==> src/rtl/tup_pkg.sv <==
`timescale 1ns / 1ps

package tup_pkg;

  // Position counter width; the counter saturates at its all-ones value
  localparam int OFFSET_BITS = 16;

  localparam int CH_W       = 8;
  localparam int BASE_W     = 6;
  localparam int VALUE_W    = 32;
  localparam int END_OFS_W  = 16;

  localparam logic [BASE_W-1:0] BASE_RESET = BASE_W'(10);

  typedef struct packed {
    logic [CH_W-1:0] ch;
    logic            first;
  } item_t;

  // Input register contents, as seen by the parse stage
  typedef struct packed {
    logic  valid;
    item_t item;
  } item_req_t;

  typedef struct packed {
    logic [VALUE_W-1:0]   value;
    logic                 overflowed;
    logic                 any_digits;
    logic [END_OFS_W-1:0] end_offset;
  } result_t;

  typedef struct packed {
    logic    valid;
    result_t res;
  } result_req_t;

endpackage

==> src/rtl/tup_in_stage.sv <==
`timescale 1ns / 1ps

module tup_in_stage (
  input  logic              clk,
  input  logic              rst_n,
  input  logic              in_valid,
  input  logic [7:0]        in_ch,
  input  logic              in_first,
  output logic              in_stall,
  input  logic              take_ok,
  output tup_pkg::item_req_t cur
);
  import tup_pkg::*;

  logic  valid_r, valid_nxt;
  item_t item_r, item_nxt;
  logic  accept;
  logic  consume;

  assign consume  = valid_r && take_ok;
  assign in_stall = valid_r && !take_ok;
  assign accept   = in_valid && !in_stall;

  always_comb begin
    valid_nxt = valid_r;
    item_nxt  = item_r;
    if (accept) begin
      valid_nxt     = 1'b1;
      item_nxt.ch   = in_ch;
      item_nxt.first = in_first;
    end else if (consume) begin
      valid_nxt = 1'b0;
    end
  end

  always_ff @(posedge clk) begin
    if (!rst_n) begin
      valid_r <= 1'b0;
    end else begin
      valid_r <= valid_nxt;
    end
  end

  always_ff @(posedge clk) begin
    item_r <= item_nxt;
  end

  assign cur.valid = valid_r;
  assign cur.item  = item_r;

endmodule

==> src/rtl/tup_parse.sv <==
`timescale 1ns / 1ps

module tup_parse (
  input  logic                   clk,
  input  logic                   rst_n,
  input  logic                   cfg_wr,
  input  logic [5:0]             cfg_number_base,
  input  tup_pkg::item_req_t     cur,
  input  logic                   out_free,
  output tup_pkg::result_req_t   load
);
  import tup_pkg::*;

  localparam logic [2:0] PH_SPACE  = 3'd0;
  localparam logic [2:0] PH_SIGNED = 3'd1;
  localparam logic [2:0] PH_ZERO   = 3'd2;
  localparam logic [2:0] PH_DIGITS = 3'd3;
  localparam logic [2:0] PH_DONE   = 3'd4;

  localparam logic [CH_W-1:0] CH_0     = 8'h30;
  localparam logic [CH_W-1:0] CH_9     = 8'h39;
  localparam logic [CH_W-1:0] CH_UA    = 8'h41;
  localparam logic [CH_W-1:0] CH_UZ    = 8'h5A;
  localparam logic [CH_W-1:0] CH_LA    = 8'h61;
  localparam logic [CH_W-1:0] CH_LZ    = 8'h7A;
  localparam logic [CH_W-1:0] CH_UA_OF = 8'h37;  // 'A' - 10
  localparam logic [CH_W-1:0] CH_LA_OF = 8'h57;  // 'a' - 10
  localparam logic [CH_W-1:0] CH_LX    = 8'h78;
  localparam logic [CH_W-1:0] CH_UX    = 8'h58;
  localparam logic [CH_W-1:0] CH_MINUS = 8'h2D;
  localparam logic [CH_W-1:0] CH_PLUS  = 8'h2B;
  localparam logic [CH_W-1:0] CH_SP    = 8'h20;
  localparam logic [CH_W-1:0] CH_TAB   = 8'h09;
  localparam logic [CH_W-1:0] CH_CR    = 8'h0D;

  localparam int PROD_W     = VALUE_W + BASE_W;
  localparam int POS_WIDE_W = (OFFSET_BITS > END_OFS_W) ? OFFSET_BITS : END_OFS_W;
  localparam logic [OFFSET_BITS-1:0] POS_MAX = '1;

  logic [BASE_W-1:0]      number_base_r;
  logic [2:0]             phase_r, phase_nxt;
  logic [VALUE_W-1:0]     acc_r, acc_nxt;
  logic                   minus_r, minus_nxt;
  logic [BASE_W-1:0]      base_r, base_nxt;
  logic                   any_r, any_nxt;
  logic                   ovf_r, ovf_nxt;
  logic [OFFSET_BITS-1:0] pos_r, pos_nxt;

  // state after the optional restart at the first character
  logic [2:0]             eff_phase;
  logic [VALUE_W-1:0]     eff_acc;
  logic                   eff_minus;
  logic [BASE_W-1:0]      eff_base;
  logic                   eff_any;
  logic                   eff_ovf;
  logic [OFFSET_BITS-1:0] eff_pos;

  logic [CH_W-1:0]   c;
  logic              fire;
  logic              is_space;
  logic              dig_ok;
  logic [BASE_W-1:0] dig;
  logic              do_feed;
  logic              force_any;
  logic [BASE_W-1:0] feed_base;
  logic              is_digit;
  logic [PROD_W-1:0] prod;
  logic              stop;
  logic [POS_WIDE_W-1:0] pos_wide;

  assign fire = cur.valid && out_free;
  assign c    = cur.item.ch;

  always_comb begin
    if (cur.item.first) begin
      eff_phase = PH_SPACE;
      eff_acc   = '0;
      eff_minus = 1'b0;
      eff_base  = '0;
      eff_any   = 1'b0;
      eff_ovf   = 1'b0;
      eff_pos   = '0;
    end else begin
      eff_phase = phase_r;
      eff_acc   = acc_r;
      eff_minus = minus_r;
      eff_base  = base_r;
      eff_any   = any_r;
      eff_ovf   = ovf_r;
      eff_pos   = pos_r;
    end
  end

  assign is_space = (c == CH_SP) || (c >= CH_TAB && c <= CH_CR);

  always_comb begin
    dig_ok = 1'b1;
    dig    = '0;
    if (c >= CH_0 && c <= CH_9) begin
      dig = BASE_W'(c - CH_0);
    end else if (c >= CH_UA && c <= CH_UZ) begin
      dig = BASE_W'(c - CH_UA_OF);
    end else if (c >= CH_LA && c <= CH_LZ) begin
      dig = BASE_W'(c - CH_LA_OF);
    end else begin
      dig_ok = 1'b0;
    end
  end

  // Phase handling decides the base and whether the character goes to the feed
  always_comb begin
    phase_nxt = eff_phase;
    minus_nxt = eff_minus;
    base_nxt  = eff_base;
    do_feed   = 1'b0;
    force_any = 1'b0;
    unique case (eff_phase) inside
      PH_SPACE, PH_SIGNED: begin
        if (eff_phase == PH_SPACE && is_space) begin
          phase_nxt = PH_SPACE;
        end else if (eff_phase == PH_SPACE && c == CH_MINUS) begin
          minus_nxt = 1'b1;
          phase_nxt = PH_SIGNED;
        end else if (eff_phase == PH_SPACE && c == CH_PLUS) begin
          phase_nxt = PH_SIGNED;
        end else if ((number_base_r == '0 || number_base_r == BASE_W'(16)) && c == CH_0) begin
          base_nxt  = number_base_r;
          phase_nxt = PH_ZERO;
        end else begin
          base_nxt  = (number_base_r == '0) ? BASE_W'(10) : number_base_r;
          phase_nxt = PH_DIGITS;
          do_feed   = 1'b1;
        end
      end
      PH_ZERO: begin
        phase_nxt = PH_DIGITS;
        if (c == CH_LX || c == CH_UX) begin
          base_nxt = BASE_W'(16);
        end else begin
          // the leading zero counts as a digit; accumulator is still zero
          base_nxt  = (eff_base == '0) ? BASE_W'(8) : BASE_W'(16);
          force_any = 1'b1;
          do_feed   = 1'b1;
        end
      end
      PH_DIGITS: begin
        do_feed = 1'b1;
      end
      default: begin
        phase_nxt = eff_phase;
      end
    endcase
  end

  assign feed_base = base_nxt;
  assign is_digit  = dig_ok && (dig < feed_base);
  assign prod      = PROD_W'(eff_acc) * PROD_W'(feed_base) + PROD_W'(dig);
  assign stop      = do_feed && !is_digit;

  always_comb begin
    acc_nxt = eff_acc;
    any_nxt = eff_any || force_any;
    ovf_nxt = eff_ovf;
    if (do_feed && is_digit) begin
      any_nxt = 1'b1;
      if (eff_ovf || prod[PROD_W-1:VALUE_W] != '0) begin
        ovf_nxt = 1'b1;
      end else begin
        acc_nxt = prod[VALUE_W-1:0];
      end
    end
  end

  assign pos_nxt  = (eff_pos != POS_MAX) ? eff_pos + 1'b1 : eff_pos;
  assign pos_wide = POS_WIDE_W'(eff_pos);

  always_comb begin
    load.valid = fire && stop;
    if (ovf_nxt) begin
      load.res.value = '1;
    end else if (eff_minus) begin
      load.res.value = '0 - acc_nxt;
    end else begin
      load.res.value = acc_nxt;
    end
    load.res.overflowed = ovf_nxt;
    load.res.any_digits = any_nxt;
    load.res.end_offset = any_nxt ? pos_wide[END_OFS_W-1:0] : '0;
  end

  always_ff @(posedge clk) begin
    if (!rst_n) begin
      number_base_r <= BASE_RESET;
    end else if (cfg_wr) begin
      number_base_r <= cfg_number_base;
    end
  end

  always_ff @(posedge clk) begin
    if (!rst_n) begin
      phase_r <= PH_SPACE;
      acc_r   <= '0;
      minus_r <= 1'b0;
      base_r  <= '0;
      any_r   <= 1'b0;
      ovf_r   <= 1'b0;
      pos_r   <= '0;
    end else if (fire) begin
      phase_r <= stop ? PH_DONE : phase_nxt;
      acc_r   <= acc_nxt;
      minus_r <= minus_nxt;
      base_r  <= base_nxt;
      any_r   <= any_nxt;
      ovf_r   <= ovf_nxt;
      pos_r   <= pos_nxt;
    end
  end

endmodule

==> src/rtl/tup_out_stage.sv <==
`timescale 1ns / 1ps

module tup_out_stage (
  input  logic                 clk,
  input  logic                 rst_n,
  input  tup_pkg::result_req_t load,
  output logic                 out_free,
  output logic                 out_valid,
  input  logic                 out_stall,
  output logic [31:0]          out_value,
  output logic                 out_overflowed,
  output logic                 out_any_digits,
  output logic [15:0]          out_end_offset
);
  import tup_pkg::*;

  logic    valid_r, valid_nxt;
  result_t res_r;

  assign out_free = !valid_r || !out_stall;

  always_comb begin
    valid_nxt = valid_r;
    if (load.valid) begin
      valid_nxt = 1'b1;
    end else if (valid_r && !out_stall) begin
      valid_nxt = 1'b0;
    end
  end

  always_ff @(posedge clk) begin
    if (!rst_n) begin
      valid_r <= 1'b0;
    end else begin
      valid_r <= valid_nxt;
    end
  end

  always_ff @(posedge clk) begin
    if (load.valid) begin
      res_r <= load.res;
    end
  end

  assign out_valid      = valid_r;
  assign out_value      = res_r.value;
  assign out_overflowed = res_r.overflowed;
  assign out_any_digits = res_r.any_digits;
  assign out_end_offset = res_r.end_offset;

endmodule

==> src/rtl/text_to_unsigned_parser.sv <==
`timescale 1ns / 1ps
// Channel  | Direction | Handshake          | Payload
// in_      | input     | in_valid/in_stall  | ch[7:0], first
// out_     | output    | out_valid/out_stall| value[31:0], overflowed, any_digits, end_offset[15:0]
// cfg_     | input     | cfg_valid/cfg_ready| number_base[5:0]
//
// One character per cycle while the output does not stall; each result is registered.
// The character register feeds one multiply-add/compare pass into the result register.
// Reset (synchronous, rst_n low) restores base 10 and the whitespace-skipping state.
// A stalled result holds; the input register still takes a character while it is empty.

module text_to_unsigned_parser (
  input  logic        clk,
  input  logic        rst_n,
  input  logic        in_valid,
  output logic        in_stall,
  input  logic [7:0]  in_ch,
  input  logic        in_first,
  output logic        out_valid,
  input  logic        out_stall,
  output logic [31:0] out_value,
  output logic        out_overflowed,
  output logic        out_any_digits,
  output logic [15:0] out_end_offset,
  input  logic        cfg_valid,
  output logic        cfg_ready,
  input  logic [5:0]  cfg_number_base
);
  import tup_pkg::*;

  item_req_t   cur;
  result_req_t load;
  logic        out_free;

  assign cfg_ready = 1'b1;

  tup_in_stage u_in (
    .clk      (clk),
    .rst_n    (rst_n),
    .in_valid (in_valid),
    .in_ch    (in_ch),
    .in_first (in_first),
    .in_stall (in_stall),
    .take_ok  (out_free),
    .cur      (cur)
  );

  tup_parse u_parse (
    .clk             (clk),
    .rst_n           (rst_n),
    .cfg_wr          (cfg_valid && cfg_ready),
    .cfg_number_base (cfg_number_base),
    .cur             (cur),
    .out_free        (out_free),
    .load            (load)
  );

  tup_out_stage u_out (
    .clk            (clk),
    .rst_n          (rst_n),
    .load           (load),
    .out_free       (out_free),
    .out_valid      (out_valid),
    .out_stall      (out_stall),
    .out_value      (out_value),
    .out_overflowed (out_overflowed),
    .out_any_digits (out_any_digits),
    .out_end_offset (out_end_offset)
  );

endmodule

==> config.mk <==
export PLATFORM = sky130hd
export DESIGN_NAME = text_to_unsigned_parser
export DESIGN_NICKNAME = d
export VERILOG_FILES = /design/src/rtl/tup_pkg.sv /design/src/rtl/tup_in_stage.sv /design/src/rtl/tup_parse.sv /design/src/rtl/tup_out_stage.sv /design/src/rtl/text_to_unsigned_parser.sv
export SDC_FILE = /design/constraint.sdc
export NUM_CORES = 1
export LEC_CHECK = 0
export BUFFER_PORTS_ARGS = -buffer_cell sky130_fd_sc_hd__buf_2
export CAP_MARGIN = 20
export CORE_MARGIN = 10
export CORE_UTILIZATION = 49
export CTS_CLUSTER_DIAMETER = 80
export DETAILED_ROUTE_END_ITERATION = 6
export PLACE_DENSITY = 0.66
export SYNTH_ARGS = -nofsm -noshare
export SYNTH_HDL_FRONTEND = slang
export SYNTH_SLANG_ARGS = --single-unit
==> constraint.sdc <==
create_clock -name clk -period 8.6 [get_ports clk]
set_input_delay 1.72 -clock clk [delete_from_list [all_inputs] [get_ports clk]]
set_output_delay 1.72 -clock clk [all_outputs]
set_load 0.01 [all_outputs]
Yosys cells after proc, flatten, opt, wreduce, memory -nomap -nowiden
Cells that the tools add are included.
{"block": "op_classes", "addsub": 6, "mul": 1, "order_cmp": 9, "n_eq_ne": 11, "n_mux": 48, "n_reduce_logical": 34}
{"operator": "$mux W32", "n": 4}
{"operator": "$mux W6", "n": 10}
{"operator": "$add A38 B6 Y38", "n": 1}
{"operator": "$mul A32 B6 Y38", "n": 1}
{"operator": "$eq A8 B6 Y1 const B", "n": 4}
{"operator": "$mux W16", "n": 2}
{"operator": "$sub A1 B32 Y32 const A", "n": 1}
{"operator": "$mux W1", "n": 23}
{"operator": "$add A16 B1 Y16 const B", "n": 1}
{"operator": "$eq A8 B7 Y1 const B", "n": 2}
{"operator": "$ge A8 B7 Y1 const B", "n": 2}
{"operator": "$le A8 B7 Y1 const B", "n": 2}
{"operator": "$logic_and A1 B1 Y1", "n": 16}
{"operator": "$ne A16 B16 Y1 const B", "n": 1}
{"operator": "$mux W3", "n": 5}
{"operator": "$logic_not A6 Y1", "n": 2}
{"operator": "$pmux W6 S2", "n": 1}
{"operator": "$sub A6 B6 Y6 const B", "n": 2}
{"operator": "$ge A8 B4 Y1 const B", "n": 1}
{"operator": "$ge A8 B6 Y1 const B", "n": 1}
{"operator": "$le A8 B4 Y1 const B", "n": 1}
{"operator": "$le A8 B6 Y1 const B", "n": 1}
{"operator": "$eq A3 B2 Y1 const B", "n": 2}
{"operator": "$eq A6 B5 Y1 const B", "n": 1}
{"operator": "other kinds (12)", "n": 22}
{"block": "word_totals", "regBits": 127, "in_bits": 20, "out_inout_bits": 53, "elab_cells": 125}

Longest topological paths before layout
{"block": "depth", "depth_word": 16, "mapped_depth": 42, "depth_no_buf": 38}

Cells and area by module
Synthesis repeated with hierarchy kept, for this count alone.
{"block": "unflattened", "cells_unflattened": 1647, "hier_area_um2": 13990.9}
{"mod": "tup_parse", "instances": 1, "cells_per_inst": 1577, "area_each_um2": 12117.9, "seq_area_each_um2": 1321.3}
{"mod": "tup_out_stage", "instances": 1, "cells_per_inst": 54, "area_each_um2": 1536.5, "seq_area_each_um2": 1521.5}
{"mod": "tup_in_stage", "instances": 1, "cells_per_inst": 14, "area_each_um2": 325.3, "seq_area_each_um2": 290.3}
{"mod": "text_to_unsigned_parser", "instances": 1, "cells_per_inst": 2, "area_each_um2": 11.3, "seq_area_each_um2": 0.0}

Worst setup path before layout
Ideal clock, no wire load.
{"block": "synth_timing", "kind": "reg2reg", "from": "reg u_in.item_r (netlist bit u_in.cur[1])", "to": "reg u_out.res_r (netlist bit u_out.out_value[30]) (data pin)", "arrival_ps": 8974, "required_ps": 8333, "setup_slack_ps": -642, "path_stages_with_launch": 41, "synth_period_minus_slack_ps": 9242, "cell_sequence": "edfxtp_1 > inv_1 > ha_1 > xnor2_1 > o2111ai_1 > a31o_2 > and2_1 > a22oi_1 > clkbuf_1 > nor2_1 > fa_1 > inv_1 > fa_1 > inv_1 > fa_1 > inv_1 > fa_1 > inv_1 > [... 5 more ...] > a21oi_1 > a211oi_2 > xnor2_2 > nand2b_2 > nor3_4 > buf_6 > buf_4 > nor2_1 > a21oi_1 > ha_1 > inv_1 > nor4_1 > nand2b_1 > nor4_1 > a31oi_1 > mux2_2 > nor4_1 > o21ai_1"}
{"block": "synth_between", "elab_chain_cells": 15, "elab_cells_between_ends": 58}
{"item": "start: declaration", "line": "tup_in_stage.sv:16", "source": "item_t item_r, item_nxt;"}
{"item": "start signal: assignment", "line": "tup_in_stage.sv:45", "source": "item_r <= item_nxt;"}
{"item": "parallel branches: the longest is 15 deep, another holds $mul A32 B6 Y38"}
{"item": "end signal: assignment", "line": "tup_out_stage.sv:41", "source": "res_r <= load.res;"}
{"item": "end: declaration", "line": "tup_out_stage.sv:18", "source": "result_t res_r;"}
Several ways; the timed one is not identified.
A chain may end at the register's enable or synchronous reset.

Final worst setup path
Ends and elaborated chain as after synthesis.

==> reports/results.ini <==
[run_status]
outcome=finished, violations left
violations=setup timing

[logic_synthesis]
yosysTopAreaCellShare_pct=17.36
async_flop_share_pct=0
syn_area_sq_mm=0.01430
avgSynthCellArea_sq_um=8.542
syn-num-nets=1916
synth.ff_latch_count=127
synth_warnings=0
synth_ff_type=dfxtp_1
yosys.area.top_type=fa_1
seq_area_frac_synth_pct=21.91
ys_top_cells_by_area=fa_1, edfxtp_1, dfxtp_1, nor2_1, ha_1
yosys.cell_types.count=106
synth_edf_count=59
synth_cells=1674

[power_and_ir_drop]
switching_share_pct=32.96
power_mw=1.934
vdd_drop_max_uv=150.3
pwr-share-clk_pct=36.5
p_leak_nw=8.481
pwr-share-seq_pct=35.4
p_switching_uw=637.5
power_density_mw_per_mm2=104.4
internal_power_mw=1.297
combPwrFrac_pct=28.2

[place]
place_congestion=0.9809
dp_hpwl_um=37390
dpl_cell_area_sq_mm=0.01704
io_buffers=71
placedCellCount=2317

[die]
die_w_um=190.8
die_h_um=190.8
start_util_pct=49.68
row_count=62
coreArea_sq_mm=0.02878
io-pin-count=73
die_area_sq_mm=0.03641

[sta]
rsz0062_at_grt=yes
fmax_ghz=0.1144
period_share_pct=101.7
relSlewSlack_pct=29.87
hold_ws_ns=0.4897
worst_slew_pin_slew_ns=1.050
hold_violations=0
fin_skew_ns=0.01219
min_period_ns=8.744
setup_viol=6
final_max_slew_viol_count=0
finalWorstSetupSlack_ns=-0.1443

[clock_tree]
cts_buffer_depth=2
tritoncts=built
htreeDepth=4
clk_pin_slew_ns=0.06
clock_sinks=127
cts_hold_repair.buffers=0
insertion_delay_ns=0.44
clockRootBuffer=clkbuf_16
cts_made_buffers=17

[layout]
diodes=0
final_area_sq_mm=0.01852
area_growth_pct=29.51
finalNonFillerCells=2382
fill_cells=2443
fin_util_pct=64.34
drive_above_1_share_pct=28.38
fin_nets=2227

[grt]
grt_usage_pct=26.17
grt_max_degree=44
grt_overflow_total=0
grt_pass1_wl_um=76470
antenna_found_initial=0
grt_pass1_vias=13950

[min_path]
min_path_type=register to register

[setup_path]
crit_fanout=5
worst-path-buf-inv=8
cp_top_family=adder cells
end_kind=register
max_stage_delay_ns=0.57
worstSetupStartpointType=register
cp_slowest_cell=fa_1
cp_common_cell=inv_2
cp.required_ns=8.88
rrSetupSlack_ns=-0.14
crit_type=register to register
arrival_ns=9.02

[drt]
avgRoutedWirePerCell_um=20.27
num_vias=14070
viasPerCell=5.908
drc=0
drt-initial-drc-count=1204
ant_nets=0
drt_first_pass_iters=6
routed_wl_um=48280

[run]
cap_violations=0

worst register-to-register path, delay by kind of cell (launching register included):
kind | cells | cell delay (ns)
adder cells (fa/ha/maj) | 7 | 2.68
AND/OR/NAND/NOR | 8 | 1.86
flip-flops | 1 | 0.47
AO/OA/AOI/OAI | 13 | 2.35
buffers and inverters | 8 | 0.79
multiplexers | 1 | 0.31
XOR/XNOR | 1 | 0.12
stage by stage:
step           TNS [ns]  setup WS, ns
2_1_floorplan         0       0.01825
3_3_place_gp     -1.659       -0.3135
3_5_place_dp     -3.442       -0.5370
4_1_cts         -0.4131       -0.1212
5_1_grt          -3.094       -0.4230
6_report        -0.5168       -0.1443
cell families after synthesis:
family	after synthesis	synth area share, %
xor+xnor	61	3.841
fa+ha+maj	222	25.94
simple gates	712	23.94
buf+inv	168	4.830
compound gates	344	16.63
mux	39	2.888
flops	127	21.91
other cells	1	0.02623
flip-flops by register name (all words and copies together) (netlist names):
register,count
u_out.out_overflowed,1
u_out.out_valid,1
u_parse.any_r,1
u_parse.phase_r,3
u_parse.minus_r,1
u_in.cur,9
u_out.out_any_digits,1
u_parse.ovf_r,1
u_parse.pos_r,16
u_parse.base_r,6
u_in.valid_r,1
u_parse.acc_r,32
u_out.out_end_offset,16
u_parse.number_base_r,6
u_out.out_value,32
what timing repair did:
action                     4_1_cts  5_1_grt
setup endpoints to repair       10       13
pin swaps                       33       78
setup buffers                   14       19
gates cloned                     0        2
gates resized for setup         39       92
path summary, 6_finish.rpt:
kind | startpoint | endpoint | cells after the start
setup / recovery | u_in.cur[1]$_DFFE_PP_ | u_out.out_value[30]$_SDFFCE_PP1P_ | 38
hold / removal | u_parse.pos_r[13]$_SDFFE_PN0P_ | u_parse.pos_r[13]$_SDFFE_PN0P_ | 1
setup reg to reg | u_in.cur[1]$_DFFE_PP_ | u_out.out_value[30]$_SDFFCE_PP1P_ | 38
hold reg to reg | u_parse.pos_r[13]$_SDFFE_PN0P_ | u_parse.pos_r[13]$_SDFFE_PN0P_ | 1
routing by layer:
metal  vias up  GRT usage [%]  part of all wire [%]
met4         0          7.268                   2.2
met5         -              0                     0
met1      6847          35.37                    43
met2       645          41.69                    46
met3        80          5.176                   8.4
li1       6502              -                     -
final cells by class:
type / count / area (sq um) / share of cell area, %
clock inverter: 14 / 121.4 / 0.6554
sequential: 127 / 3133 / 16.92
timing repair buffer: 378 / 2883 / 15.57
inverter: 82 / 307.8 / 1.662
clock buffer: 18 / 450.4 / 2.432
tap: 384 / 480.5 / 2.595
multi-input combinational: 1379 / 11140 / 60.17
power by group through the flow:
stage,clock [mW],combinational [mW],sequential [mW]
finish,0.705,0.545,0.684
global route,0.736,0.581,0.687
CTS,0.710,0.491,0.683
detailed placement,0,0.474,0.696
global placement,0,0.470,0.695
floorplan,0,0.260,0.704
cell usage after synthesis, drive strengths merged, types with 5 or more instances:
master	number
o211ai	11
nand3	34
a311oi	6
a22oi	25
nor2	327
nor3	32
mux2i	31
or2	10
and4	8
edfxtp	59
a31oi	10
nor3b	8
o31ai	6
ha	98
or4	8
nand2b	12
and2	29
a211o	5
inv	81
mux2	8
o21ai	77
xnor2	41
and3	23
o21a	12
fa	124
or3	11
a21o	12
nor2b	17
xor2	20
nand4	25
a211oi	33
nor4	18
a21oi	90
clkbuf	57
dfxtp	68
nand2	139
buf	29
cells in the final DEF (no fill, tap or decap), drive strengths merged, types with 17 or more instances in the layout:
master,synthesis,routed
buf,29,377
nor2,327,327
nand2,139,139
fa,124,124
ha,98,98
a21oi,90,90
inv,81,88
o21ai,77,77
dfxtp,68,68
edfxtp,59,59
xnor2,41,41
nand3,34,34
a211oi,33,33
nor3,32,32
mux2i,31,31
and2,29,29
nand4,25,25
a22oi,25,25
and3,23,23
xor2,20,20
clkbuf,57,19
nor4,18,18
nor2b,17,17
No activity file was read; power rests on OpenSTA's default activity.
